## src/sv/aodv_rte_pkg.sv

```systemverilog
`timescale 1ns / 1ps

package aodv_rte_pkg;

  localparam int TABLE_DEPTH = 256;
  localparam int ADDR_W      = (TABLE_DEPTH > 1) ? $clog2(TABLE_DEPTH) : 1;
  localparam int DST_W       = 8;
  localparam int FIELD_W     = 8;
  localparam logic [DST_W:0] DEPTH_EXT = (DST_W + 1)'(TABLE_DEPTH);

  localparam int OPQ_DEPTH   = 2;
  localparam int OPQ_PTR_W   = (OPQ_DEPTH > 1) ? $clog2(OPQ_DEPTH) : 1;
  localparam int OPQ_CNT_W   = $clog2(OPQ_DEPTH + 1);

  localparam int RESQ_DEPTH  = 2;
  localparam int RESQ_PTR_W  = (RESQ_DEPTH > 1) ? $clog2(RESQ_DEPTH) : 1;
  localparam int RESQ_CNT_W  = $clog2(RESQ_DEPTH + 1);

  typedef enum logic [2:0] {
    CMD_UPDATE     = 3'd0,
    CMD_LOOKUP     = 3'd1,
    CMD_FRESH      = 3'd2,
    CMD_STALE      = 3'd3,
    CMD_INVALIDATE = 3'd4,
    CMD_INIT       = 3'd5
  } cmd_t;

  typedef enum logic [2:0] {
    OP_NOP,
    OP_UPDATE,
    OP_LOOKUP,
    OP_FRESH,
    OP_STALE,
    OP_INVAL,
    OP_INIT
  } op_t;

  typedef struct packed {
    op_t                op;
    logic [ADDR_W-1:0]  idx;
    logic [FIELD_W-1:0] via;
    logic [FIELD_W-1:0] hops;
    logic [FIELD_W-1:0] seq;
    logic               known;
    logic               prev_match;
    logic               own_match;
  } item_t;

  typedef struct packed {
    logic               known;
    logic [FIELD_W-1:0] hop_addr;
    logic [FIELD_W-1:0] hops;
    logic [FIELD_W-1:0] seq;
  } entry_t;

  typedef struct packed {
    logic               hit;
    logic [FIELD_W-1:0] hop_addr;
    logic [FIELD_W-1:0] hops;
    logic [FIELD_W-1:0] seq;
    logic               known;
    logic               rerr;
    logic [FIELD_W-1:0] rerr_seq;
  } result_t;

  typedef enum logic {
    BK_IDLE,
    BK_EXEC
  } bk_state_t;

endpackage

```

## src/sv/aodv_rte_resq.sv

```systemverilog
`timescale 1ns / 1ps

module aodv_rte_resq import aodv_rte_pkg::*; (
  input  logic                  clk,
  input  logic                  rst_n,
  input  logic                  push,
  input  result_t               push_data,
  input  logic                  pop,
  output logic                  empty,
  output result_t               head,
  output logic [RESQ_CNT_W-1:0] used
);

  result_t               q_r [RESQ_DEPTH];
  logic [RESQ_PTR_W-1:0] wr_ptr_r;
  logic [RESQ_PTR_W-1:0] rd_ptr_r;
  logic [RESQ_CNT_W-1:0] count_r;
  logic [RESQ_PTR_W-1:0] wr_ptr_nxt;
  logic [RESQ_PTR_W-1:0] rd_ptr_nxt;
  logic [RESQ_CNT_W-1:0] count_nxt;
  logic                  do_pop;

  assign empty  = (count_r == '0);
  assign head   = q_r[rd_ptr_r];
  assign used   = count_r;
  assign do_pop = pop && !empty;

  always_comb begin
    wr_ptr_nxt = wr_ptr_r;
    rd_ptr_nxt = rd_ptr_r;
    if (push) begin
      wr_ptr_nxt = (wr_ptr_r == RESQ_PTR_W'(RESQ_DEPTH - 1)) ? '0 : wr_ptr_r + 1'b1;
    end
    if (do_pop) begin
      rd_ptr_nxt = (rd_ptr_r == RESQ_PTR_W'(RESQ_DEPTH - 1)) ? '0 : rd_ptr_r + 1'b1;
    end
    count_nxt = count_r + RESQ_CNT_W'(push) - RESQ_CNT_W'(do_pop);
  end

  always_ff @(posedge clk) begin
    if (!rst_n) begin
      wr_ptr_r <= '0;
      rd_ptr_r <= '0;
      count_r  <= '0;
    end else begin
      wr_ptr_r <= wr_ptr_nxt;
      rd_ptr_r <= rd_ptr_nxt;
      count_r  <= count_nxt;
    end
  end

  always_ff @(posedge clk) begin
    if (push) begin
      q_r[wr_ptr_r] <= push_data;
    end
  end

endmodule

```

## config.mk

```make
export PLATFORM = sky130hd
export DESIGN_NAME = aodv_rte_resq
export DESIGN_NICKNAME = d
export VERILOG_FILES = /design/src/sv/aodv_rte_pkg.sv /design/src/sv/aodv_rte_resq.sv
export SDC_FILE = /design/constraint.sdc
export NUM_CORES = 1
export LEC_CHECK = 0
export BUFFER_PORTS_ARGS = -buffer_cell sky130_fd_sc_hd__buf_2
export CELL_PAD_IN_SITES_DETAIL_PLACEMENT = 1
export CELL_PAD_IN_SITES_GLOBAL_PLACEMENT = 1
export CORE_MARGIN = 2
export CORE_UTILIZATION = 30
export DETAILED_ROUTE_END_ITERATION = 7
export PLACE_DENSITY_LB_ADDON = 0.1
export SLEW_MARGIN = 20
export SYNTH_ARGS = -nofsm -noshare
export SYNTH_HDL_FRONTEND = slang
export SYNTH_SLANG_ARGS = --single-unit
```

## constraint.sdc

```tcl
create_clock -name clk -period 4.7 [get_ports clk]
set_input_delay 0.705 -clock clk [delete_from_list [all_inputs] [get_ports clk]]
set_output_delay 0.705 -clock clk [all_outputs]
set_load 0.005 [all_outputs]
```

# Yosys cells after proc, flatten, opt, wreduce, memory -nomap -nowiden

Memories as Yosys holds them, arrays and structs flattened. A register that Yosys moved wholly into a read port is not among the register bits.
Index checks and enable logic that the tools add are counted.

Memories: 1
RAM bits: 70
Output and inout bits: 38
Register bits after elaboration: 4
Input bits: 39

Muxes and demuxes: 6
Add/sub/neg operators: 4
Reduce and logical (&&, ||, !) cells: 3

Memories:

| memory | words | width | rd ports | clocked after Yosys merged registers in | write ports | line                | RTL |
|---|---|---|---|---|---|---|---|
| q_r    | 2     | 35    | 1        | 1                                       | 1           | aodv_rte_resq.sv:14 | `result_t q_r [RESQ_DEPTH];` |

Operator list:

| operator              | count |
|---|---|
| $mux W1               | 6 |
| $add A1 B1 Y1 const B | 2 |
| $add A2 B1 Y2         | 1 |
| $logic_not A2 Y1      | 1 |
| $sub A2 B1 Y2         | 1 |
| $logic_and A1 B1 Y1   | 1 |
| $logic_not A1 Y1      | 1 |

# Longest topological paths before layout

Gate-level depths: netlist (run 1).

Depth after elaboration: 5
Gate-level depth with buffers: 6
Mapped depth without buffers: 6

# Worst setup path before layout (run 1)

Ideal clock, no wire load.

Path kind: input to register
Start: input push
End: memory q_r[0][0] in the netlist's numbering, enable pin
Stages: 1
Setup time: 0.433 ns
Arrival: 2.312 ns
Slack: 1.956 ns
Path through: nor2b_1

Longest elaborated chain between the ends: 2

Ends and longest elaborated chain:

| element                       | line                | RTL |
|---|---|---|
| start, declared               | aodv_rte_resq.sv:6  | `input logic push,` |
| $mux W1                       | aodv_rte_resq.sv:53 | `if (push) begin` |
| $mux W1 (not written as such) | aodv_rte_resq.sv:54 | `q_r[wr_ptr_r] <= push_data;` |
| end, declared                 | aodv_rte_resq.sv:14 |  |

No other way between the ends.

==> impl_metrics.tcl, run 1 <==
set metrics [dict create \
    worst_ir_drop_vdd_uv 180 \
    hold_ws_ns 0.491 \
    ys_seq_area_share_pct 75.5 \
    crit_path_max_fanout 35 \
    clock_latency_ns 0.34 \
    critPathLaunchType "flop" \
    dr.pass1.iters 4 \
    rows 35 \
    period_share_pct 50.6 \
    routed_wl_um 5340 \
    drv_cap 0 \
    cts_setup_buffers 0 \
    rsz0062_at_grt "no" \
    timing.fmax_mhz 421 \
    synth_edf_count 70 \
    cts_buffer_depth 2 \
    track_usage_pct 11.0 \
    skew_ns 0.00719 \
    grt_pass1_vias 1686 \
    netlist_area_mm2 0.00292 \
    ioPinCount 77 \
    cts_hold_buf 0 \
    drive_gt1_share_pct 59.5 \
    async_reset_ff_share_pct 0 \
    synthCells 131 \
    synth_ff_type "edfxtp_1" \
    p_total_mw 1.64 \
    p_leak_nw 1.41 \
    crit_type "reg -> out" \
    wl_per_cell_um 15.3 \
    report.final.slew_viol_count 0 \
    drc_errors 0 \
    root_buffer "clkbuf_8" \
    post_synth_num_cell_types 16 \
    port_buffers 76 \
    slew_headroom_pct 39.6 \
    tightestPinTransition_ns 0.906 \
    p_switching_mw 0.403 \
    drt_iter0_markers 26 \
    clk_pin_slew_worst_paths_ns 0.07 \
    grt_max_degree 37 \
    crit_required_ns 3.99 \
    cts_tree "done" \
    p_int_mw 1.23 \
    status "complete, no violations" \
    die-area_mm2 0.0105 \
    vias 1455 \
    grt.overflow.total 0 \
    die_w_um 103 \
    yosysMostFrequentCell "edfxtp_1" \
    diodes 0 \
    ys_top_cells_by_area "edfxtp_1, mux2_4, dfxtp_1" \
    dp_slack_ns 2.28 \
    finalHoldViolCount 0 \
    comb_power_share_pct 19.0 \
    core_area_mm2 0.00933 \
    cp_data_arrival_time_ns 1.67 \
    pwr-share-clk_pct 29.2 \
    syn-num-nets 172 \
    yosysWarnings 0 \
    die-height_um 103 \
    synth_top_area_cell "edfxtp_1" \
    fin_ws_ns 2.32 \
    powerDensity_mw_per_mm2 452 \
    whs_path_depth 2 \
    setup_viol 0 \
    vias_per_cell 4.17 \
    ff2ff_path_depth 1 \
    synth_common_cells "edfxtp_1, mux2_4, dfxtp_1, mux2_2" \
    nNetsFinal 256 \
    synth-seq-cells 75 \
    detail-route-antenna-nets 0 \
    cts_sinks 75 \
    synth_top_area_share_pct 72.1 \
    avgSynthCellArea_um2 22.3 \
    start_util_pct 31.3 \
    antenna_found_initial 0 \
    h-tree-depth 3 \
    power_frac_seq_pct 51.8 \
    post-route-min-period_ns 2.38 \
    cts_resized 0 \
    sw_frac_of_total_pct 24.7 \
    max_stage_delay_ns 0.78 \
    area_delta_synth_final_pct 24.1 \
    cts_buffers 9 \
    grt_pass1_wl_um 8350 \
    hpwl_um 3500 \
    cp_slowest_cell "dfxtp_4" \
    cp-end-kind "primary output" \
    hold_path_class "reg -> reg" \
    crit_chain "mux2_2, buf_2" \
    gp_congestion 0.670 \
    setup_tns_ns 0 \
]
logic make-up (layout without fill, tap and decap cells):
family,count (synthesis),in the layout,share of synthesized area [%]
flip-flops,75,75,75.5
multiplexers,37,37,18.1
AND/OR/NAND/NOR,8,8,1.54
buffers and inverters,6,95,2.70
adder cells (fa/ha/maj),2,2,0.858
AO/OA/AOI/OAI,2,2,0.515
XOR/XNOR,1,1,0.772
critical path: cells and delay by family, from the launching register on:
| family | cells | cell delay (ns) |
|---|---|---|
| buffers and inverters | 1 | 0.13 |
| multiplexers | 1 | 0.42 |
| flip-flops | 1 | 0.78 |
final cells by class:
class / count / area (um2)
Sequential cell: 75 / 2210
Clock buffer: 9 / 124
Multi-Input combinational cell: 50 / 643
Fill cell: 945 / 5710
Timing Repair Buffer: 77 / 408
Tap cell: 129 / 161
Inverter: 2 / 7.51
Clock inverter: 7 / 68.8
power by group through the flow:
| stage | logic, mW | registers, mW | clock network (mW) |
|---|---|---|---|
| detailed placement | 0.320 | 0.866 | 0 |
| floorplan | 0.270 | 0.810 | 0 |
| global route | 0.344 | 0.860 | 0.519 |
| CTS | 0.321 | 0.851 | 0.497 |
| finish | 0.311 | 0.848 | 0.477 |
| global placement | 0.307 | 0.858 | 0 |
sequential cells by signal, indices dropped and copies added (netlist names), named ones only:
name and cells:
rd_ptr_r 1, wr_ptr_r 1, used 2, q_r 70
routing by layer:
layer | GRT usage, % | routed length (um) | vias to the layer above
li1 | - | - | 675
met1 | 12.2 | 2150 | 729
met2 | 18.7 | 2790 | 42
met3 | 3.53 | 300 | 9
met4 | 6.15 | 99 | 0
met5 | 0 | 0 | -
through the flow:
step	std cells	utilization, %	instance area [um2]
after floorplan	131	-	2920
after global placement	332	36.4	3400
after detailed placement	332	36.4	3400
after CTS	348	38.5	3590
after global routing	349	38.8	3620
final	349	38.8	3620
cell usage in the layout, fill, tap and decap left out:
cell,n
buf_2,76
mux2i_1,2
dfxtp_1,4
nor2_1,1
bufinv_16,1
buf_16,1
nor2b_4,1
clkinv_4,1
clkinv_2,3
mux2_2,5
and2_1,1
nand2_1,1
xnor3_1,1
mux2_4,30
nor2b_1,2
clkinvlp_4,2
inv_1,2
o21a_1,2
and2_2,1
clkbuf_8,9
nand2b_1,1
ha_1,2
edfxtp_1,70
dfxtp_4,1
worst paths after layout:
kind | start | end | slack [ns]
max | flop | head[24] | 2.32
min | rd_ptr_r | flop | 0.49
min reg2reg | rd_ptr_r | flop | 0.49
max reg2reg | wr_ptr_r | q_r[1][4] | 3.15
(Power assumes the default switching activity.)
==> inputs of run 2 (changes only) <==
Clock period 4.7 ns to 2.43 ns, I/O delays scaled along.
==> run 2 against run 1 <==
Count of clock-buffer cells in the layout stayed put; hold slack lost 0.28 ns; global-route usage is 0.061 points lower; clock skew grew 0.0017 ns; die area is the same; register-to-register slack worse by 2.2 ns; total power rose by 100%; core utilization up 0.52 points; final cell count grew 0.86%; clock power increased by 110%; critical path type unchanged.
==> impl_metrics.tcl, run 2 (synthesized netlist as in run 1, its figures left out) <==
set metrics [dict create \
    grt_pass1_wl_um 8270 \
    cts_sinks 75 \
    worst_ir_drop_vdd_uv 298 \
    post-route-min-period_ns 1.91 \
    report.final.slew_viol_count 0 \
    drive_gt1_share_pct 59.6 \
    r2r_start "used[1]" \
    vias_per_cell 4.15 \
    grt_max_degree 23 \
    vias 1462 \
    die_w_um 103 \
    grt_pass1_vias 1620 \
    tightestPinTransition_ns 0.487 \
    root_buffer "clkbuf_8" \
    crit_required_ns 2.07 \
    ff2ff_path_depth 5 \
    whs_path_depth 1 \
    largest_register_ff_count 70 \
    crit_type "reg -> out" \
    slew_headroom_pct 67.5 \
    cts_buffers 9 \
    cts_setup_buffers 0 \
    port_buffers 76 \
    hp-start "push_data[16]" \
    postLayoutCoreUtil_pct 39.3 \
    skew_ns 0.00893 \
    wl_per_cell_um 15.3 \
    rows 35 \
    powerDensity_mw_per_mm2 891 \
    h-tree-depth 3 \
    cp_data_arrival_time_ns 1.54 \
    setup_viol 0 \
    core_area_mm2 0.00933 \
    drt_iter0_markers 31 \
    clk_pin_slew_worst_paths_ns 0.08 \
    final_cell_mix "buf_2, edfxtp_1, mux2_4, clkbuf_8, mux2_2" \
    final_common_cell "buf_2" \
    cts_buffer_depth 2 \
    cts_resized 0 \
    area_delta_synth_final_pct 25.8 \
    rsz0062_at_grt "no" \
    crit_path_max_fanout 22 \
    p_total_mw 3.27 \
    hpwl_um 3860 \
    status "complete, no violations" \
    die-height_um 103 \
    hold_path_class "in -> reg" \
    setup_tns_ns 0 \
    finalHoldViolCount 0 \
    place_area_mm2 0.00345 \
    ioPinCount 77 \
    routed_wl_um 5400 \
    cts_tree "done" \
    detail-route-antenna-nets 0 \
    n_fill_cell 947 \
    drv_cap 0 \
    critPathLaunchType "flop" \
    clock_latency_ns 0.34 \
    die-area_mm2 0.0105 \
    dr.pass1.iters 4 \
    nNetsFinal 259 \
    antenna_found_initial 0 \
    p_leak_nw 1.44 \
    track_usage_pct 10.9 \
    start_util_pct 31.3 \
    gp_congestion 0.678 \
    period_share_pct 78.5 \
    drc_errors 0 \
    grt.overflow.total 0 \
    cp-end-kind "primary output" \
    final_area_mm2 0.00367 \
    timing.fmax_mhz 524 \
    cts_hold_buf 0 \
    largest_register "q_r" \
    diodes 0 \
]
==> run 2: power by group <==
group          internal, mW  switching (mW)  total (mW)
sequential             1.51          0.0367        1.54
clock                 0.574           0.446        1.02
combinational         0.415           0.288       0.702
total                  2.50           0.770        3.27
==> run 2: layout make-up <==
| class | instances | area [um2] | share of cell area, % |
|---|---|---|---|
| timing repair buffer | 80 | 435 | 11.9 |
| inverter | 2 | 7.51 | 0.205 |
| tap | 129 | 161 | 4.40 |
| clock buffer | 9 | 124 | 3.38 |
| clock inverter | 7 | 92.6 | 2.52 |
| sequential | 75 | 2200 | 60.1 |
| multi-input combinational | 50 | 643 | 17.5 |
==> run 2: critical path, stage by stage (launching register included) <==
cell and delay [ns]:
dfxtp_2 0.33, buf_4 0.35, mux2_2 0.39, buf_2 0.13
==> run 2: final timing paths <==
kind                              endpoint  slack [ns]
worst max-delay path              head[24]        0.52
worst min-delay path            q_r[0][16]        0.21
worst max register to register     used[0]        0.99
worst min register to register        flop        0.49
==> run 2: per-layer routing <==
| layer | track usage, % | up-vias | part of all wire [%] | wire (um) |
|---|---|---|---|---|
| met5 | 0 | - | 0 | 0 |
| met4 | 6.05 | 0 | 1.5 | 83 |
| met3 | 3.53 | 9 | 5.8 | 312 |
| met2 | 19.6 | 43 | 55 | 2950 |
| met1 | 11.3 | 732 | 38 | 2050 |
| li1 | - | 678 | - | - |
==> run 2: per-stage QoR <==
stage	instances	worst slack (ns)	hold slack [ns]
2_1_floorplan	131	0.0263	0.452
3_3_place_gp	336	0.899	0.460
3_5_place_dp	336	0.868	0.486
4_1_cts	352	0.489	0.192
5_1_grt	352	0.442	0.188
6_report	352	0.522	0.209
