## config.mk

```make
export PLATFORM = sky130hd
export DESIGN_NAME = aodv_rte_front
export DESIGN_NICKNAME = d
export VERILOG_FILES = /design/src/sv/aodv_rte_pkg.sv /design/src/sv/aodv_rte_front.sv
export SDC_FILE = /design/constraint.sdc
export NUM_CORES = 1
export LEC_CHECK = 0
export BUFFER_PORTS_ARGS = -buffer_cell sky130_fd_sc_hd__buf_2
export CAP_MARGIN = 20
export CORE_MARGIN = 2
export CORE_UTILIZATION = 30
export CTS_BUF_LIST = sky130_fd_sc_hd__clkbuf_4 sky130_fd_sc_hd__clkbuf_8
export DETAILED_ROUTE_END_ITERATION = 6
export PLACE_DENSITY_LB_ADDON = 0.2
export SLEW_MARGIN = 10
export SYNTH_ARGS = -nofsm -noshare
export SYNTH_HDL_FRONTEND = slang
export SYNTH_SLANG_ARGS = --single-unit
```

## constraint.sdc

```tcl
create_clock -name clk -period 2.7 [get_ports clk]
set_input_delay 0.54 -clock clk [delete_from_list [all_inputs] [get_ports clk]]
set_output_delay 0.54 -clock clk [all_outputs]
set_load 0.005 [all_outputs]
```

## src/sv/aodv_rte_pkg.sv

```systemverilog
`timescale 1ns / 1ps

package aodv_rte_pkg;

  localparam int TABLE_DEPTH = 256;
  localparam int ADDR_W      = (TABLE_DEPTH > 1) ? $clog2(TABLE_DEPTH) : 1;
  localparam int DST_W       = 8;
  localparam int FIELD_W     = 8;
  localparam logic [DST_W:0] DEPTH_EXT = (DST_W + 1)'(TABLE_DEPTH);

  localparam int OPQ_DEPTH   = 2;
  localparam int OPQ_PTR_W   = (OPQ_DEPTH > 1) ? $clog2(OPQ_DEPTH) : 1;
  localparam int OPQ_CNT_W   = $clog2(OPQ_DEPTH + 1);

  localparam int RESQ_DEPTH  = 2;
  localparam int RESQ_PTR_W  = (RESQ_DEPTH > 1) ? $clog2(RESQ_DEPTH) : 1;
  localparam int RESQ_CNT_W  = $clog2(RESQ_DEPTH + 1);

  typedef enum logic [2:0] {
    CMD_UPDATE     = 3'd0,
    CMD_LOOKUP     = 3'd1,
    CMD_FRESH      = 3'd2,
    CMD_STALE      = 3'd3,
    CMD_INVALIDATE = 3'd4,
    CMD_INIT       = 3'd5
  } cmd_t;

  typedef enum logic [2:0] {
    OP_NOP,
    OP_UPDATE,
    OP_LOOKUP,
    OP_FRESH,
    OP_STALE,
    OP_INVAL,
    OP_INIT
  } op_t;

  typedef struct packed {
    op_t                op;
    logic [ADDR_W-1:0]  idx;
    logic [FIELD_W-1:0] via;
    logic [FIELD_W-1:0] hops;
    logic [FIELD_W-1:0] seq;
    logic               known;
    logic               prev_match;
    logic               own_match;
  } item_t;

  typedef struct packed {
    logic               known;
    logic [FIELD_W-1:0] hop_addr;
    logic [FIELD_W-1:0] hops;
    logic [FIELD_W-1:0] seq;
  } entry_t;

  typedef struct packed {
    logic               hit;
    logic [FIELD_W-1:0] hop_addr;
    logic [FIELD_W-1:0] hops;
    logic [FIELD_W-1:0] seq;
    logic               known;
    logic               rerr;
    logic [FIELD_W-1:0] rerr_seq;
  } result_t;

  typedef enum logic {
    BK_IDLE,
    BK_EXEC
  } bk_state_t;

endpackage

```

## src/sv/aodv_rte_front.sv

```systemverilog
`timescale 1ns / 1ps

module aodv_rte_front import aodv_rte_pkg::*; (
  input  logic               clk,
  input  logic               rst_n,
  input  logic               cfg_we,
  input  logic [DST_W-1:0]   cfg_wdata,
  input  logic               in_push,
  output logic               in_full,
  input  logic [2:0]         in_command,
  input  logic [DST_W-1:0]   in_destination,
  input  logic [FIELD_W-1:0] in_via_hop,
  input  logic [FIELD_W-1:0] in_hop_distance,
  input  logic [FIELD_W-1:0] in_sequence_req,
  input  logic               in_sequence_known,
  input  logic [DST_W-1:0]   in_previous_hop,
  output logic [DST_W-1:0]   self_addr,
  output logic               q_valid,
  output item_t              q_item,
  input  logic               q_pop
);

  logic [DST_W-1:0]     self_addr_r;
  item_t                q_r [OPQ_DEPTH];
  logic [OPQ_PTR_W-1:0] wr_ptr_r;
  logic [OPQ_PTR_W-1:0] rd_ptr_r;
  logic [OPQ_CNT_W-1:0] count_r;
  logic [OPQ_PTR_W-1:0] wr_ptr_nxt;
  logic [OPQ_PTR_W-1:0] rd_ptr_nxt;
  logic [OPQ_CNT_W-1:0] count_nxt;
  logic                 push;
  logic                 pop;
  logic                 inrange;
  item_t                item_nxt;

  assign self_addr   = self_addr_r;
  assign in_full     = (count_r == OPQ_CNT_W'(OPQ_DEPTH));
  assign q_valid     = (count_r != '0);
  assign q_item      = q_r[rd_ptr_r];
  assign push        = in_push && !in_full;
  assign pop         = q_pop && q_valid;
  assign inrange     = ({1'b0, in_destination} < DEPTH_EXT);

  // classify the transaction before it enters the queue
  always_comb begin
    item_nxt            = '0;
    item_nxt.idx        = in_destination[ADDR_W-1:0];
    item_nxt.via        = in_via_hop;
    item_nxt.hops       = in_hop_distance;
    item_nxt.seq        = in_sequence_req;
    item_nxt.known      = in_sequence_known;
    item_nxt.prev_match = (in_destination == in_previous_hop);
    item_nxt.own_match  = inrange && (in_destination == self_addr_r);
    case (in_command)
      CMD_UPDATE:     item_nxt.op = inrange ? OP_UPDATE : OP_NOP;
      CMD_LOOKUP:     item_nxt.op = inrange ? OP_LOOKUP : OP_NOP;
      CMD_FRESH:      item_nxt.op = inrange ? OP_FRESH  : OP_NOP;
      CMD_STALE:      item_nxt.op = inrange ? OP_STALE  : OP_NOP;
      CMD_INVALIDATE: item_nxt.op = inrange ? OP_INVAL  : OP_NOP;
      CMD_INIT:       item_nxt.op = OP_INIT;
      default:        item_nxt.op = OP_NOP;
    endcase
  end

  always_comb begin
    wr_ptr_nxt = wr_ptr_r;
    rd_ptr_nxt = rd_ptr_r;
    if (push) begin
      wr_ptr_nxt = (wr_ptr_r == OPQ_PTR_W'(OPQ_DEPTH - 1)) ? '0 : wr_ptr_r + 1'b1;
    end
    if (pop) begin
      rd_ptr_nxt = (rd_ptr_r == OPQ_PTR_W'(OPQ_DEPTH - 1)) ? '0 : rd_ptr_r + 1'b1;
    end
    count_nxt = count_r + OPQ_CNT_W'(push) - OPQ_CNT_W'(pop);
  end

  always_ff @(posedge clk) begin
    if (!rst_n) begin
      self_addr_r <= '0;
      wr_ptr_r    <= '0;
      rd_ptr_r    <= '0;
      count_r     <= '0;
    end else begin
      if (cfg_we) begin
        self_addr_r <= cfg_wdata;
      end
      wr_ptr_r <= wr_ptr_nxt;
      rd_ptr_r <= rd_ptr_nxt;
      count_r  <= count_nxt;
    end
  end

  always_ff @(posedge clk) begin
    if (push) begin
      q_r[wr_ptr_r] <= item_nxt;
    end
  end

endmodule

```

# Word-level counts from Yosys, hierarchy flattened
# Memories as Yosys holds them, arrays and structs flattened. A register that Yosys moved wholly into a read port is not among the register bits.
# Index checks and enable logic that the tools add are counted.
dict set report word_totals {
  wordCells 29
  mem_count 1
  register_bits 12
  out_inout_bits 48
  mem_bits_rw 76
}
dict set report classes {
  addsub 4
  reduce_logical 5
  mux 7
  eq_ne 8
}
# memory words width rd rd_ports_with_merged_regs write_ports line_no
set mem_list {}
lappend mem_list {q_r 2 38 1 1 1 aodv_rte_front.sv:24} ;# item_t q_r [OPQ_DEPTH];
# op count
set op_table {}
lappend op_table {{one-hot mux 3 bit (6 select lines)} 1}
lappend op_table {{equality test 8 bit} 2}
lappend op_table {{equality test 3 x 2 -> 1 bit (second input constant)} 2}
lappend op_table {{equality test 3 bit (second input constant)} 2}
lappend op_table {{2-to-1 mux 1 bit} 6}
lappend op_table {{equality test 3 x 1 -> 1 bit (second input constant)} 1}
lappend op_table {{logical NOT 3 bit} 1}
lappend op_table {{adder 1 bit (second input constant)} 2}
lappend op_table {{adder 2 x 1 -> 2 bit} 1}
lappend op_table {{equality test 2 bit (second input constant)} 1}
lappend op_table {{logical AND 1 bit} 2}
lappend op_table {{nonzero test 2 bit} 1}
lappend op_table {{subtractor 2 x 1 -> 2 bit} 1}
lappend op_table {{logical NOT 1 bit} 1}

# Longest topological paths before layout
# Gate-level depths: netlist of run 1.
dict set report depth {
  word_depth 5
  mapped_depth 8
  ltp_nobuf 8
}

# Least setup slack after synthesis of run 1
# OpenSTA, ideal clock, no wires.
dict set report synth_timing {
  kind {input to register}
  start {in in_push}
  end {mem q_r[0][0] in the netlist's numbering, enable pin}
  path_slack_ns 0.623
  cell_stages 3
  t_arrival_ns 1.685
  cell_sequence {inv_1 or3_1 inv_1}
}
dict set report synth_between {
  elab_chain_len 3
}
# item line_no
set synth_lines {}
lappend synth_lines {{start, declared} aodv_rte_front.sv:8} ;# input logic in_push,
lappend synth_lines {{logical AND 1 bit} aodv_rte_front.sv:40} ;# assign push = in_push && !in_full;
lappend synth_lines {{2-to-1 mux 1 bit} aodv_rte_front.sv:94} ;# if (push) begin
lappend synth_lines {{2-to-1 mux 1 bit (implied by the code)} aodv_rte_front.sv:95} ;# q_r[wr_ptr_r] <= item_nxt;
lappend synth_lines {{end, declared} aodv_rte_front.sv:24}
# No other way between the ends.

==> flow_metrics.env, run 1 <==
export IMPL_rows=39
export IMPL_tightest_slew_ns=0.602
export IMPL_num_vias=1974
export IMPL_yosysTopAreaCell="edfxtp_1"
export IMPL_layout_drive_gt1_share_pct=52.4
export IMPL_drc=0
export IMPL_power_leakage_nw=1.69
export IMPL_synth_area_per_cell_sq_um=17.4
export IMPL_post_cts_setup_buffers=0
export IMPL_worst_r2r_setup_slack_ns=0.85
export IMPL_fmax_mhz=447
export IMPL_cp_arrival_ns=1.70
export IMPL_cp_depth=3
export IMPL_drv_cap=0
export IMPL_die_height_um=112
export IMPL_syn_nets=258
export IMPL_pin_count=105
export IMPL_die_area_sq_um=12400
export IMPL_cp_start_kind="flop"
export IMPL_min_path_type="input pin to flop"
export IMPL_cts_buffers=9
export IMPL_avgRoutedWirePerCell_um=14.4
export IMPL_yosysUniqueCellTypes=24
export IMPL_n_fill_cell=1108
export IMPL_synth_top_area_share_pct=65.8
export IMPL_stdcell_count=458
export IMPL_cpPeakStageDelay_ns=0.59
export IMPL_min_from="in_via_hop[1]"
export IMPL_start_util_pct=30.5
export IMPL_rr_worst_depth=5
export IMPL_grt_max_degree=26
export IMPL_io_buffer_count=104
export IMPL_ant_nets=0
export IMPL_path_cells="buf_12 > mux2_2 > buf_2"
export IMPL_gp_congestion=0.640
export IMPL_fin_crit_ns=2.24
export IMPL_dp_cells=443
export IMPL_cts_root_buf="clkbuf_8"
export IMPL_cts_max_level=3
export IMPL_area_growth_pct=25.5
export IMPL_hold_ws_ns=0.371
export IMPL_cts_sinks=89
export IMPL_ys_seq_area_share_pct=73.3
export IMPL_grt_overflow=0
export IMPL_grt_pass1_wl_um=10200
export IMPL_wirelength_um=6600
export IMPL_required_ns=2.16
export IMPL_crit_family="flip-flops"
export IMPL_min_path_cells=1
export IMPL_period_share_pct=82.8
export IMPL_grt_use_total_pct=11.0
export IMPL_slew_viol_final=0
export IMPL_cp_end_kind="output port"
export IMPL_slew_headroom_pct=59.6
export IMPL_p_per_area_nw_per_um2=809
export IMPL_status="finished clean"
export IMPL_die_x_um=112
export IMPL_ctsLongestPathBuffers=2
export IMPL_ys_warn_count=0
export IMPL_cp_slowest_cell="dfxtp_2"
export IMPL_place_hpwl_um=4590
export IMPL_syn_instance_count=199
export IMPL_diodes=0
export IMPL_ys_top_cells_by_area="edfxtp_1 66%, mux2_2 13%, dfxtp_1 7.5%, xnor2_1 4.3%, mux2i_1 2.6%"
export IMPL_whs_endpoint="q_r[0][20]"
export IMPL_ctsResizeCount=0
export IMPL_rr_endpoint="q_r[0][29]"
export IMPL_finalSetupViolations=0
export IMPL_setup_tns_ns=0
export IMPL_num_nets_final=370
export IMPL_cts_tree="built"
export IMPL_coreArea_sq_um=11400
export IMPL_drt_iter0_markers=73
export IMPL_routed_via_density=4.31
export IMPL_cp_max_fo=24
export IMPL_cts_hold_fix_buffers=0
export IMPL_final_util_pct=38.3
export IMPL_irDropWorstVdd_v=0.000236
export IMPL_skew_ns=0.00770
export IMPL_syn_area_sq_um=3470
export IMPL_reg2reg_from="count_r[0]"
export IMPL_clk_pin_slew_ns=0.09
export IMPL_dr_pass1_iters=4
export IMPL_grt_pass1_vias=1985
export IMPL_rsz0062_at_grt="false"
export IMPL_hold_viol_final=0
export IMPL_clock_latency_ns=0.35
export IMPL_synth_seq_cells=89
export IMPL_antenna_found_initial=0
export IMPL_crit_buf_inv=2
export IMPL_crit_type="flop to output port"
kinds of logic (layout without fill, tap and decap cells):
group / Yosys count / in the layout / share of synthesized area [%]
flops: 89 / 89 / 73.3
mux: 48 / 48 / 15.3
simple gates: 27 / 27 / 3.79
xor+xnor: 18 / 18 / 4.55
buf+inv: 11 / 127 / 1.73
compound gates: 4 / 4 / 0.649
fa+ha+maj: 2 / 2 / 0.721
worst register-to-register path: cells and delay by family (launching register included):
family	cells	cell delay [ns]
buffers and inverters	3	0.94
DFF	1	0.34
and+or+nand+nor	2	0.32
metal layers:
metal	track usage, %	vias to the layer above	wire, um	share of wire (%)
met5	0	-	0	0
met4	4.94	0	63	0.95
met3	3.59	5	494	7.5
met2	16.8	75	3050	46
met1	14.2	935	2990	45
li1	-	959	-	-
cell usage after synthesis:
library cell and count:
edfxtp_1 76, mux2_2 39, xnor2_1 17, nor2_1 14
dfxtp_1 13, mux2i_1 9, inv_1 4, nand4_1 4
buf_2 3, a21oi_1 2, and2_1 2, buf_6 2
ha_1 2, nand2_1 2, and3_2 1, clkbuf_1 1
inv_2 1, nand2b_2 1, nor3_1 1, o21a_1 1
o21ai_0 1, or2_2 1, or3_1 1, xor2_1 1
stage by stage:
stage	power (mW)	setup WS [ns]	instance area (sq um)
detailed placement	2.80	0.646	4190
finish	3.52	0.464	4350
global route	3.75	0.338	4350
floorplan	2.38	0.623	3470
CTS	3.60	0.392	4350
global placement	2.79	0.685	4190
power by group:
part	total [mW]	leakage (nW)	internal, mW	switching, mW
sequential	1.82	0.821	1.73	0.0920
clock	0.791	0.0832	0.338	0.452
combinational	0.915	0.784	0.499	0.415
layout by cell type (no fill, tap or decap), types with 2 or more instances in the layout:
cell type  netlist  routed
mux2i_1          9       9
clkinv_1         0       2
edfxtp_1        76      76
a21oi_1          2       2
ha_1             2       2
clkbuf_8         0       9
clkinv_4         0       2
and2_1           2       2
buf_2            3     104
nand2_1          2       2
xnor2_1         17      17
inv_1            4       3
mux2_2          39      39
nand4_1          4       4
dfxtp_1         13      12
nor2_1          14      14
buf_12           0       3
cell type report:
cell class / count / area (sq um) / area share [%]
inverter: 5 / 18.8 / 0.431
clock inverter: 5 / 33.8 / 0.776
tap: 143 / 179 / 4.11
multi-input combinational: 99 / 866 / 19.9
clock buffer: 10 / 131 / 3.02
sequential: 89 / 2540 / 58.4
timing repair buffer: 107 / 581 / 13.3
how the worst max path moves through the flow:
stage / start / end / slack, ns
2_1_floorplan: in_push / q_r[0][0] / 0.62
3_3_place_gp: in_push / q_r[0][8] / 0.69
3_5_place_dp: in_push / q_r[0][19] / 0.65
4_1_cts: flop / q_item[29] / 0.39
5_1_grt: flop / q_item[34] / 0.34
6_report: flop / q_item[29] / 0.46
registers in the layout (all words and copies together), names as in the netlist, named ones only:
| register | flops |
|---|---|
| q_r | 76 |
| self_addr | 8 |
| count_r | 2 |
| rd_ptr_r | 1 |
| wr_ptr_r | 1 |
(Power assumes the default switching activity.)
==> run 2, diff against run 1 <==
- ABC_AREA: not set -> 1
- clock period: 2.7 -> 2.1 ns (I/O delays scaled with it)
==> run 2 against run 1 <==
  * Die area rose by 5.5%
  * Worst setup slack got worse by 0.25 ns
  * Critical path type unchanged
  * Non-clock buffer count grew 1
  * Largest power group unchanged
  * Register-to-register slack lost 0.47 ns
  * Largest cell class unchanged
  * Synthesized cell count increased by 36%
  * Area after synthesis up 5.7%
==> flow_metrics.env, run 2 <==
export IMPL_multi_input_area_sq_um=973
export IMPL_synth_main_ff_cell="edfxtp_1"
export IMPL_min_path_cells=1
export IMPL_rows=40
export IMPL_num_nets_final=442
export IMPL_cpPeakStageDelay_ns=0.37
export IMPL_cts_sinks=89
export IMPL_ctsLongestPathBuffers=2
export IMPL_synth_edff_count=76
export IMPL_regMostFlops="q_r"
export IMPL_power_leakage_nw=1.99
export IMPL_cp_depth=3
export IMPL_finalSetupViolations=0
export IMPL_dr_pass1_iters=3
export IMPL_drv_cap=0
export IMPL_cts_tree="built"
export IMPL_syn_instance_count=270
export IMPL_grt_pass1_vias=2279
export IMPL_cp_end_kind="output port"
export IMPL_coreArea_sq_um=12000
export IMPL_required_ns=1.68
export IMPL_yosysTopAreaCell="edfxtp_1"
export IMPL_syn_area_sq_um=3670
export IMPL_power_mw=4.75
export IMPL_slew_viol_final=0
export IMPL_place_hpwl_um=4840
export IMPL_synth_top_area_share_pct=62.3
export IMPL_die_height_um=115
export IMPL_cts_hold_fix_buffers=0
export IMPL_setup_tns_ns=0
export IMPL_io_buffer_count=104
export IMPL_drc=0
export IMPL_rsz0062_at_grt="false"
export IMPL_cp_arrival_ns=1.47
export IMPL_synthArstFlopShare_pct=0
export IMPL_synth_area_per_cell_sq_um=13.6
export IMPL_cp_max_fo=29
export IMPL_hold_viol_final=0
export IMPL_reg2reg_from="count_r[1]"
export IMPL_grt_max_degree=39
export IMPL_area_growth_pct=25.6
export IMPL_layout_commonest_cell="buf_2"
export IMPL_die_x_um=115
export IMPL_tightest_slew_ns=0.423
export IMPL_cp_start_kind="flop"
export IMPL_fin_crit_ns=1.89
export IMPL_crit_family="multiplexers"
export IMPL_grt_use_total_pct=11.8
export IMPL_stdcell_count=535
export IMPL_irDropWorstVdd_v=0.000504
export IMPL_grt_overflow=0
export IMPL_cts_root_buf="clkbuf_8"
export IMPL_rr_worst_depth=9
export IMPL_gp_congestion=0.755
export IMPL_ys_warn_count=0
export IMPL_drt_iter0_markers=91
export IMPL_syn_nets=329
export IMPL_crit_buf_inv=2
export IMPL_fmax_mhz=529
export IMPL_ys_seq_area_share_pct=69.4
export IMPL_crit_type="flop to output port"
export IMPL_min_from="in_hop_distance[7]"
export IMPL_final_cell_mix="104 x buf_2, 76 x edfxtp_1, 61 x nand2_1"
export IMPL_cp_slowest_cell="mux2_2"
export IMPL_synthTopCellsByCount="76 x edfxtp_1, 61 x nand2_1, 31 x inv_1, 20 x mux2_4, 20 x nor2_1"
export IMPL_cts_max_level=3
export IMPL_pin_count=105
export IMPL_slew_headroom_pct=71.7
export IMPL_synth_seq_cells=89
export IMPL_layout_drive_gt1_share_pct=43.0
export IMPL_ys_top_cells_by_area="edfxtp_1 62%, mux2_4 8.2%, dfxtp_1 7.1%, nand2_1 6.2%, mux2_2 5.5%"
export IMPL_die_area_sq_um=13100
export IMPL_skew_ns=0.00984
export IMPL_path_cells="buf_12 > mux2_2 > buf_2"
export IMPL_regArea_sq_um=2540
export IMPL_avgRoutedWirePerCell_um=13.7
export IMPL_min_path_type="input pin to flop"
export IMPL_yosysUniqueCellTypes=16
export IMPL_ant_nets=0
export IMPL_largest_register_ffs=76
export IMPL_start_util_pct=30.6
export IMPL_routed_via_density=4.24
export IMPL_wirelength_um=7360
export IMPL_antenna_found_initial=0
export IMPL_num_vias=2271
export IMPL_n_fill_cell=1151
export IMPL_p_per_area_nw_per_um2=1030
export IMPL_clock_latency_ns=0.37
export IMPL_placed_area_sq_um=4410
export IMPL_dp_cells=519
export IMPL_ctsResizeCount=0
export IMPL_period_share_pct=90.0
export IMPL_cts_buffers=9
export IMPL_grt_pass1_wl_um=11200
export IMPL_clk_pin_slew_ns=0.08
export IMPL_post_cts_setup_buffers=0
export IMPL_diodes=0
export IMPL_status="finished clean"
export IMPL_stdcell_area_sq_um=4610
export IMPL_yosysMostFrequentCell="edfxtp_1"
-- run 2: cell count changes in the layout (fill, tap and decap cells not counted), moves of 4 or more --
cell,delta
nand2_1,+59
xnor2_1,-17
mux2_4,+20
mux2_2,-21
mux2i_1,-9
nand4_1,-4
inv_1,+28
nor2_1,+4
o21ai_0,+9
a21oi_1,+7
-- run 2: worst register-to-register path, cell delays in order, from the launching register on --
cell	delay, ns
dfxtp_1	0.39
inv_1	0.08
o21ai_2	0.30
ha_1	0.30
inv_1	0.06
ha_1	0.15
xor2_1	0.19
nand2_1	0.07
nand2_1	0.06
nor2_1	0.03
-- run 2: final timing paths --
| kind | end | slack [ns] |
|---|---|---|
| hold / removal | q_r[1][18] | 0.23 |
| setup / recovery | q_item[35] | 0.21 |
| hold reg to reg | self_addr[3] | 0.49 |
| setup reg to reg | count_r[1] | 0.38 |
-- run 2: layout make-up --
class,instances,share of cell area (%)
Tap cell,147,3.99
Inverter,31,2.53
Multi-Input combinational cell,144,21.1
Clock inverter,3,0.869
Timing Repair Buffer,108,12.8
Sequential cell,89,55.2
Clock buffer,13,3.48
-- run 2: power breakdown --
part | internal (mW) | total, mW | switching (mW)
Sequential | 2.22 | 2.30 | 0.0830
Combinational | 0.642 | 1.24 | 0.599
Clock | 0.619 | 1.21 | 0.587
-- run 2: kinds of logic after synthesis --
family                   count (synthesis)  share of synthesized area, %
AO/OA/AOI/OAI                           21                          3.04
XOR/XNOR                                 1                         0.239
adder cells (fa/ha/maj)                  2                         0.682
buffers and inverters                   37                          4.50
flip-flops                              89                          69.4
multiplexers                            38                          13.7
AND/OR/NAND/NOR                         82                          8.46
-- run 2: routing by layer --
layer | GRT usage (%) | share of wire, % | wire (um) | up-vias
met1 | 14.4 | 46 | 3400 | 1037
met2 | 17.9 | 45 | 3290 | 76
li1 | - | - | - | 1147
met4 | 6.34 | 2.3 | 172 | 0
met3 | 4.55 | 6.7 | 494 | 11
met5 | 0 | 0 | 0 | -
-- run 2: per-stage QoR --
stage	hold WS, ns	utilization [%]	worst slack (ns)
floorplan	0.467	-	0.181
global placement	0.471	36.8	0.461
detailed placement	0.473	36.8	0.380
CTS	0.203	38.5	0.168
global route	0.203	38.5	0.139
finish	0.232	38.5	0.210
==> run 3, diff against run 2 <==
- ABC_AREA: 1 -> not set
==> run 3 against run 2 <==
  * Via count shrank 13%
  * Largest cell class unchanged
  * Clock power shrank 8%
  * Critical endpoint is now q_item[4]
  * Wire length fell by 11%
  * Non-clock buffer count is 1 higher
  * Clock skew is essentially flat
==> flow_metrics.env, run 3 (synthesis results as in run 1) <==
export IMPL_required_ns=1.68
export IMPL_setup_tns_ns=0
export IMPL_rows=39
export IMPL_die_area_sq_um=12400
export IMPL_regArea_sq_um=2540
export IMPL_rsz0062_at_grt="false"
export IMPL_finalSetupViolations=0
export IMPL_slew_viol_final=0
export IMPL_multi_input_area_sq_um=866
export IMPL_ctsLongestPathBuffers=2
export IMPL_hold_viol_final=0
export IMPL_ant_nets=0
export IMPL_fmax_mhz=535
export IMPL_layout_commonest_cell="buf_2"
export IMPL_largest_register_ffs=76
export IMPL_fin_ws_ns=0.232
export IMPL_dr_pass1_iters=4
export IMPL_die_height_um=112
export IMPL_cts_sinks=89
export IMPL_grt_pass1_vias=2039
export IMPL_coreArea_sq_um=11400
export IMPL_regMostFlops="q_r"
export IMPL_min_from="in_via_hop[0]"
export IMPL_area_growth_pct=25.8
export IMPL_final_util_pct=38.4
export IMPL_slew_headroom_pct=74.5
export IMPL_clk_pin_slew_ns=0.09
export IMPL_num_nets_final=372
export IMPL_drc=0
export IMPL_n_fill_cell=1106
export IMPL_cts_tree="built"
export IMPL_place_hpwl_um=4560
export IMPL_cp_max_fo=38
export IMPL_grt_overflow=0
export IMPL_io_buffer_count=104
export IMPL_status="finished clean"
export IMPL_diodes=0
export IMPL_min_path_type="input pin to flop"
export IMPL_post_cts_setup_buffers=0
export IMPL_start_util_pct=30.5
export IMPL_cp_arrival_ns=1.45
export IMPL_cp_start_kind="flop"
export IMPL_period_share_pct=89.0
export IMPL_avgRoutedWirePerCell_um=14.2
export IMPL_fin_crit_ns=1.87
export IMPL_cp_end_kind="output port"
export IMPL_wirelength_um=6560
export IMPL_cts_hold_fix_buffers=0
export IMPL_cts_root_buf="clkbuf_8"
export IMPL_num_vias=1982
export IMPL_cts_buffers=9
export IMPL_drt_iter0_markers=67
export IMPL_layout_drive_gt1_share_pct=52.8
export IMPL_pin_count=105
export IMPL_hold_ws_ns=0.257
export IMPL_cts_max_level=3
export IMPL_crit_type="flop to output port"
export IMPL_routed_via_density=4.30
export IMPL_irDropWorstVdd_v=0.000363
export IMPL_antenna_found_initial=0
export IMPL_grt_max_degree=39
export IMPL_drv_cap=0
export IMPL_die_x_um=112
export IMPL_power_mw=4.62
export IMPL_final_cell_mix="104 x buf_2, 76 x edfxtp_1, 39 x mux2_2"
export IMPL_gp_congestion=0.650
export IMPL_ctsResizeCount=0
export IMPL_grt_use_total_pct=11.0
export IMPL_power_leakage_nw=1.70
export IMPL_skew_ns=0.00963
export IMPL_grt_pass1_wl_um=10400
export IMPL_tightest_slew_ns=0.383
export IMPL_clock_latency_ns=0.35
export IMPL_p_per_area_nw_per_um2=1060
export IMPL_reg2reg_from="count_r[0]"
export IMPL_place_ws_ns=0.422
-- run 3: report_power, final --
part | leakage, nW | switching [mW] | internal (mW)
sequential | 0.821 | 0.0779 | 2.22
clock | 0.0962 | 0.571 | 0.537
combinational | 0.787 | 0.580 | 0.635
total | 1.70 | 1.23 | 3.39
-- run 3: path summary, 6_finish.rpt --
check	end	slack (ns)	depth (start not counted)
worst min-delay path	q_r[1][19]	0.26	1
worst min register to register	wr_ptr_r	0.50	2
worst max register to register	q_r[0][2]	0.50	5
worst max-delay path	q_item[4]	0.23	3
-- run 3: layout make-up --
| class | count | area share (%) |
|---|---|---|
| Clock buffer | 9 | 2.84 |
| Clock inverter | 7 | 1.41 |
| Inverter | 5 | 0.430 |
| Multi-Input combinational cell | 99 | 19.8 |
| Sequential cell | 89 | 58.3 |
| Tap cell | 143 | 4.10 |
| Timing Repair Buffer | 109 | 13.1 |
-- run 3: through the flow --
stage	cell area, sq um	std cells
6_report	4360	461
3_3_place_gp	4180	445
5_1_grt	4360	461
2_1_floorplan	3470	199
3_5_place_dp	4180	445
4_1_cts	4360	461
-- run 3: critical path, cell delays in order (launching register included) --
cell and delay (ns):
dfxtp_2 0.35, buf_12 0.24, mux2_2 0.37, buf_2 0.13
-- run 3: routing by layer --
metal | part of all wire, % | vias up | global-route usage [%]
met3 | 6.9 | 5 | 4.30
met4 | 0.95 | 0 | 3.95
met1 | 46 | 941 | 14.8
li1 | - | 964 | -
met2 | 46 | 72 | 16.4
met5 | 0 | - | 0
